$ cat config.mk
export PLATFORM = sky130hd
export DESIGN_NAME = cclut_norm_div
export DESIGN_NICKNAME = d
export VERILOG_FILES = /design/src/design/cclut_pkg.sv /design/src/design/cclut_norm_div.sv
export SDC_FILE = /design/constraint.sdc
export NUM_CORES = 1
export LEC_CHECK = 0
export BUFFER_PORTS_ARGS = -buffer_cell sky130_fd_sc_hd__buf_2
export CAP_MARGIN = 20
export CORE_UTILIZATION = 58
export DETAILED_ROUTE_END_ITERATION = 10
export GPL_TIMING_DRIVEN = 0
export PLACE_DENSITY = 0.79
export SLEW_MARGIN = 20
export SYNTH_ARGS = -nofsm -noshare
export SYNTH_HDL_FRONTEND = slang
export SYNTH_SLANG_ARGS = --single-unit
$ cat constraint.sdc
create_clock -name clock -period 6.2 [get_ports clock]
set_clock_uncertainty 0.15 [all_clocks]
set_input_delay 1.24 -clock clock [delete_from_list [all_inputs] [get_ports clock]]
set_output_delay 1.24 -clock clock [all_outputs]
set_load 0.02 [all_outputs]
$ cat src/design/cclut_pkg.sv
package cclut_pkg;

   localparam int MAX_EDGE_DEF    = 17;
   localparam int SAMPLE_BITS_DEF = 16;
   localparam int DATA_W          = 16;
   localparam int INDEX_W         = 13;
   localparam int EDGE_W          = 5;
   localparam int GUARD_BITS      = 8;
   localparam int CSR_INDEX_W     = 3;
   localparam int CSR_DATA_W      = 16;

   localparam logic signed [DATA_W-1:0] ZERO_Q = 16'sd0;
   localparam logic signed [DATA_W-1:0] ONE_Q  = 16'sd4096;

   typedef logic signed [DATA_W-1:0] sample_type;
   typedef sample_type [2:0] rgb_type;

   typedef enum logic [0:0] {
      OP_LOAD   = 1'b0,
      OP_SAMPLE = 1'b1
   } op_type;

   typedef enum logic [CSR_INDEX_W-1:0] {
      CSR_CUBE_EDGE  = 3'd0,
      CSR_RED_LOW    = 3'd1,
      CSR_RED_HIGH   = 3'd2,
      CSR_GREEN_LOW  = 3'd3,
      CSR_GREEN_HIGH = 3'd4,
      CSR_BLUE_LOW   = 3'd5,
      CSR_BLUE_HIGH  = 3'd6
   } csr_index_type;

   typedef enum logic [1:0] {
      NORM_ZERO = 2'd0,
      NORM_FULL = 2'd1,
      NORM_DIV  = 2'd2
   } norm_mode_type;

   typedef struct packed {
      op_type              opcode;
      logic [INDEX_W-1:0]  entry_index;
      sample_type          entry_red;
      sample_type          entry_green;
      sample_type          entry_blue;
      sample_type          pixel_red;
      sample_type          pixel_green;
      sample_type          pixel_blue;
   } req_type;

   typedef struct packed {
      sample_type out_red;
      sample_type out_green;
      sample_type out_blue;
   } rsp_type;

   typedef struct packed {
      logic    valid;
      logic    pass;
      req_type req;
   } side_type;

endpackage

$ cat src/design/cclut_norm_div.sv
module cclut_norm_div #(
   parameter int SAMPLE_BITS = cclut_pkg::SAMPLE_BITS_DEF
) (
   input  logic                   clock,
   input  logic                   en,
   input  cclut_pkg::sample_type  value,
   input  cclut_pkg::sample_type  low,
   input  cclut_pkg::sample_type  high,
   output logic [SAMPLE_BITS:0]   t
);
   import cclut_pkg::*;

   localparam int SB = SAMPLE_BITS;

   logic signed [DATA_W:0] span;
   logic signed [DATA_W:0] num;
   logic signed [DATA_W:0] span_mag;
   logic signed [DATA_W:0] num_adj;
   norm_mode_type          mode_in0;

   norm_mode_type     mode_ff [SB+1];
   logic [DATA_W-1:0] rem_ff  [SB+1];
   logic [DATA_W-1:0] den_ff  [SB+1];
   logic [SB-1:0]     q_ff    [SB+1];

   logic [DATA_W-1:0] rem_in [SB+1];
   logic [SB-1:0]     q_in   [SB+1];

   // map onto [0,1], fold a negative span
   always_comb begin
      span     = (DATA_W+1)'(high) - (DATA_W+1)'(low);
      num      = (DATA_W+1)'(value) - (DATA_W+1)'(low);
      span_mag = span[DATA_W] ? -span : span;
      num_adj  = span[DATA_W] ? -num : num;
      if (span == '0 || num_adj[DATA_W] || num_adj == '0) begin
         mode_in0 = NORM_ZERO;
      end else if (num_adj >= span_mag) begin
         mode_in0 = NORM_FULL;
      end else begin
         mode_in0 = NORM_DIV;
      end
   end

   // one quotient bit per stage
   always_comb begin
      logic [DATA_W:0] rem2;
      rem_in[0] = num_adj[DATA_W-1:0];
      q_in[0]   = '0;
      for (int k = 1; k <= SB; k++) begin
         rem2 = {rem_ff[k-1], 1'b0};
         if (rem2 >= {1'b0, den_ff[k-1]}) begin
            rem_in[k] = DATA_W'(rem2 - {1'b0, den_ff[k-1]});
            q_in[k]   = {q_ff[k-1][SB-2:0], 1'b1};
         end else begin
            rem_in[k] = rem2[DATA_W-1:0];
            q_in[k]   = {q_ff[k-1][SB-2:0], 1'b0};
         end
      end
   end

   always_ff @(posedge clock) begin
      if (en) begin
         mode_ff[0] <= mode_in0;
         rem_ff[0]  <= rem_in[0];
         den_ff[0]  <= span_mag[DATA_W-1:0];
         q_ff[0]    <= q_in[0];
         for (int k = 1; k <= SB; k++) begin
            mode_ff[k] <= mode_ff[k-1];
            rem_ff[k]  <= rem_in[k];
            den_ff[k]  <= den_ff[k-1];
            q_ff[k]    <= q_in[k];
         end
      end
   end

   always_comb begin
      case (mode_ff[SB])
         NORM_FULL: t = (SB+1)'(1) << SB;
         NORM_DIV:  t = {1'b0, q_ff[SB]};
         default:   t = '0;
      endcase
   end

endmodule

==> flow_metrics.tcl <==
set metrics [dict create \
    outcome "finished clean" \
    hold_viol 0 \
    crit_buf_inv 2 \
    track_usage 0.2249 \
    cts_sinks 682 \
    crit_start "low[0]" \
    synth.most_common_cell "edfxtp_1" \
    nNetsFinal 3837 \
    drive_gt1_frac 0.08551 \
    regToRegStartpoint "den_ff[0][81]$_DFFE_PP_" \
    core_area_mm2 0.06435 \
    antennaDiodeCount 0 \
    htree_levels 3 \
    slowest_stage "fa_1" \
    slowest_delay_ns 0.44 \
    crit_type "in -> reg" \
    path_depth 21 \
    cts_buffers 72 \
    p_leak_nw 17.07 \
    hp-class "reg -> reg" \
    cp_max_fo 19 \
    synth_cell_types 86 \
    mappedNetlistNets 3690 \
    viasPerCell 5.701 \
    cp_cell_sequence "buf_2 -> ha_1 -> fa_1 -> nand2b_1 -> a211oi_2 -> o211ai_1 -> a21boi_2 -> a31o_2 -> clkbuf_4 -> nor2_1 -> xnor2_1 -> ha_1 -> a21o_1 -> a21o_1 -> a211oi_1 -> o21bai_1 -> a2111oi_0 -> o21ai_0 -> maj3_1 -> a21o_1 -> and2_1" \
    start_util 0.5857 \
    avgSynthCellArea_um2 11.37 \
    grt_pass1_vias 23770 \
    slew_viol_final 0 \
    finalCritPeriodShare 0.9607 \
    clock_tree.root_cell "clkbuf_16" \
    die_w_um 256.9 \
    antenna_found_initial 0 \
    yosysTopAreaCell "edfxtp_1" \
    port_buffers 66 \
    cp.arrival_ns 6.15 \
    cts_tree "done" \
    cp.required_ns 6.39 \
    async_flop_share 0 \
    grt_max_degree 109 \
    synth_ff_type "edfxtp_1" \
    firstDrtPassIters 5 \
    drc 0 \
    clk_latency_ns 0.61 \
    endpoint "mode_ff[0][0]$_SDFFCE_PP0P_" \
    ys_ff_latch 682 \
    setup_viol 0 \
    total_power_w 0.02052 \
    die_y_um 256.9 \
    critPathCaptureType "register" \
    area_delta_synth_final_pct 10.57 \
    dieArea_mm2 0.06601 \
    overflow 0 \
    io_pins 67 \
    vias 24940 \
    rrSetupSlack_ns 1.81 \
    synth_edf_count 682 \
    cts_hold_buffers 0 \
    ir_worst_vdd_uv 219.9 \
    fmax_ghz 0.1679 \
    ant_nets 0 \
    yosys-top-cells-count "edfxtp_1 (682), inv_1 (412), nor2_1 (326)" \
    drv_cap 0 \
    wire_per_inst_um 17.18 \
    synth_top_area_frac 0.5434 \
    place_congestion 0.9055 \
    initialDrtViolationCount 1898 \
    r2r_cells 14 \
    worst_pin_slew_ns 0.9055 \
    routed_wl_um 75140 \
    rows 93 \
    fin_util 0.6476 \
    cp_common_cell "a21o_1" \
    crit_family "compound AO/OA/AOI/OAI gates" \
    yosysWarnings 0 \
    cts_buffer_depth 3 \
    fin_crit_ns 5.957 \
    clk_pin_slew_ns 0.06 \
    synthesis.area_mm2 0.03769 \
    syn_inst 3315 \
    yosysSeqAreaShare 0.5434 \
    max_slew_margin 0.3923 \
    grt_pass1_wl_um 119300 \
    synth.area.top_cells "edfxtp_1 (54%), ha_1 (10%), inv_1 (4.1%)" \
    powerDensity_mw_per_mm2 492.4 \
    reg2reg_to "rem_ff[0][109]$_DFFE_PP_" \
    startpoint_type "primary input" \
    place_hpwl_um 54730 \
]
per-stage QoR:
step	instances	setup TNS [ns]	cell area, µm²	worst slack, ns	hold WS, ns
after floorplan	3315	0	37690	0.1539	0.2503
after global placement	4236	-4298.43	39090	-6.392	0.2503
after detailed placement	4243	-1.989	39290	-1.070	0.2545
after CTS	4373	0	41630	0.02052	0.2569
after global routing	4375	-0.005616	41670	-0.005616	0.2651
final	4375	0	41670	0.2434	0.2544
metal layers:
layer / track usage / part of all wire / vias up
li1: - / - / 12260
met1: 0.2949 / 0.43 / 11890
met2: 0.3884 / 0.49 / 685
met3: 0.02994 / 0.052 / 112
met4: 0.06928 / 0.021 / 0
met5: 0 / 0 / -
area by class of cell:
type,instances,area [µm²]
buffer,37,161.4
clock buffer,78,1846
clock inverter,54,491.7
fill,4823,22680
inverter,412,1546
multi-input combinational,2182,15530
sequential,682,20480
tap,855,1070
timing repair buffer,75,548.0
logic make-up after synthesis:
| logic type | Yosys count | share of synthesized area |
|---|---|---|
| multiplexers | 83 | 0.02437 |
| adder cells (fa/ha/maj) | 326 | 0.1115 |
| XOR/XNOR | 222 | 0.05179 |
| flip-flops | 682 | 0.5434 |
| AO/OA/AOI/OAI | 726 | 0.1202 |
| AND/OR/NAND/NOR | 824 | 0.1032 |
| buffers and inverters | 452 | 0.04555 |
how the worst min path moves through the flow:
stage,end,startpoint,slack [ns],depth (start not counted)
after floorplan,mode_ff[0][10]$_DFFE_PP_,mode_ff[0][8]$_DFFE_PP_,0.25,0
after global placement,q_ff[0][167]$_DFFE_PP_,q_ff[0][150]$_DFFE_PP_,0.25,0
after detailed placement,mode_ff[0][3]$_DFFE_PP_,mode_ff[0][1]$_SDFFCE_PP0P_,0.25,0
after CTS,mode_ff[1][1]$_DFFE_PP_,mode_ff[0][15]$_DFFE_PP_,0.26,0
after global routing,mode_ff[1][0]$_DFFE_PP_,mode_ff[0][14]$_DFFE_PP_,0.27,0
final,mode_ff[1][1]$_DFFE_PP_,mode_ff[0][15]$_DFFE_PP_,0.25,0
cells in the final DEF (no fill, tap or decap), drive strengths merged, types with 80 or more instances in the layout:
| cell | n |
|---|---|
| a21oi | 243 |
| buf | 80 |
| clkbuf | 110 |
| edfxtp | 682 |
| ha | 308 |
| inv | 416 |
| nand2 | 171 |
| nor2 | 327 |
| o21ai | 177 |
| xnor2 | 152 |
worst reg2reg max path, stage by stage, from the launching register on:
cell and delay (ns):
edfxtp_1 0.43, inv_1 0.09, ha_1 0.25, nor2b_1 0.14, o21ai_0 0.25, a21boi_1 0.12
o21ai_0 0.17, nand2b_1 0.10, a21o_1 0.19, a21o_1 0.23, a221o_1 0.47, a41o_1 0.30
nor2_1 0.46, buf_2 0.38, mux2_2 0.40
flip-flops by register name (all words and copies together) (netlist names):
signal,count
den_ff,256
mode_ff,34
q_ff,136
rem_ff,256
power by group:
part	internal (W)	switching [W]
registers	0.00684	0.000686
logic	0.00381	0.00494
clock network	0.00246	0.00178
what timing repair did:
item,4_1_cts,5_1_grt
gates cloned,0,1
setup buffers,0,2
endpoints found under the setup margin,2,2
pin swaps,0,2
resized for setup,4,3
Power figures use the tool's default switching activity.
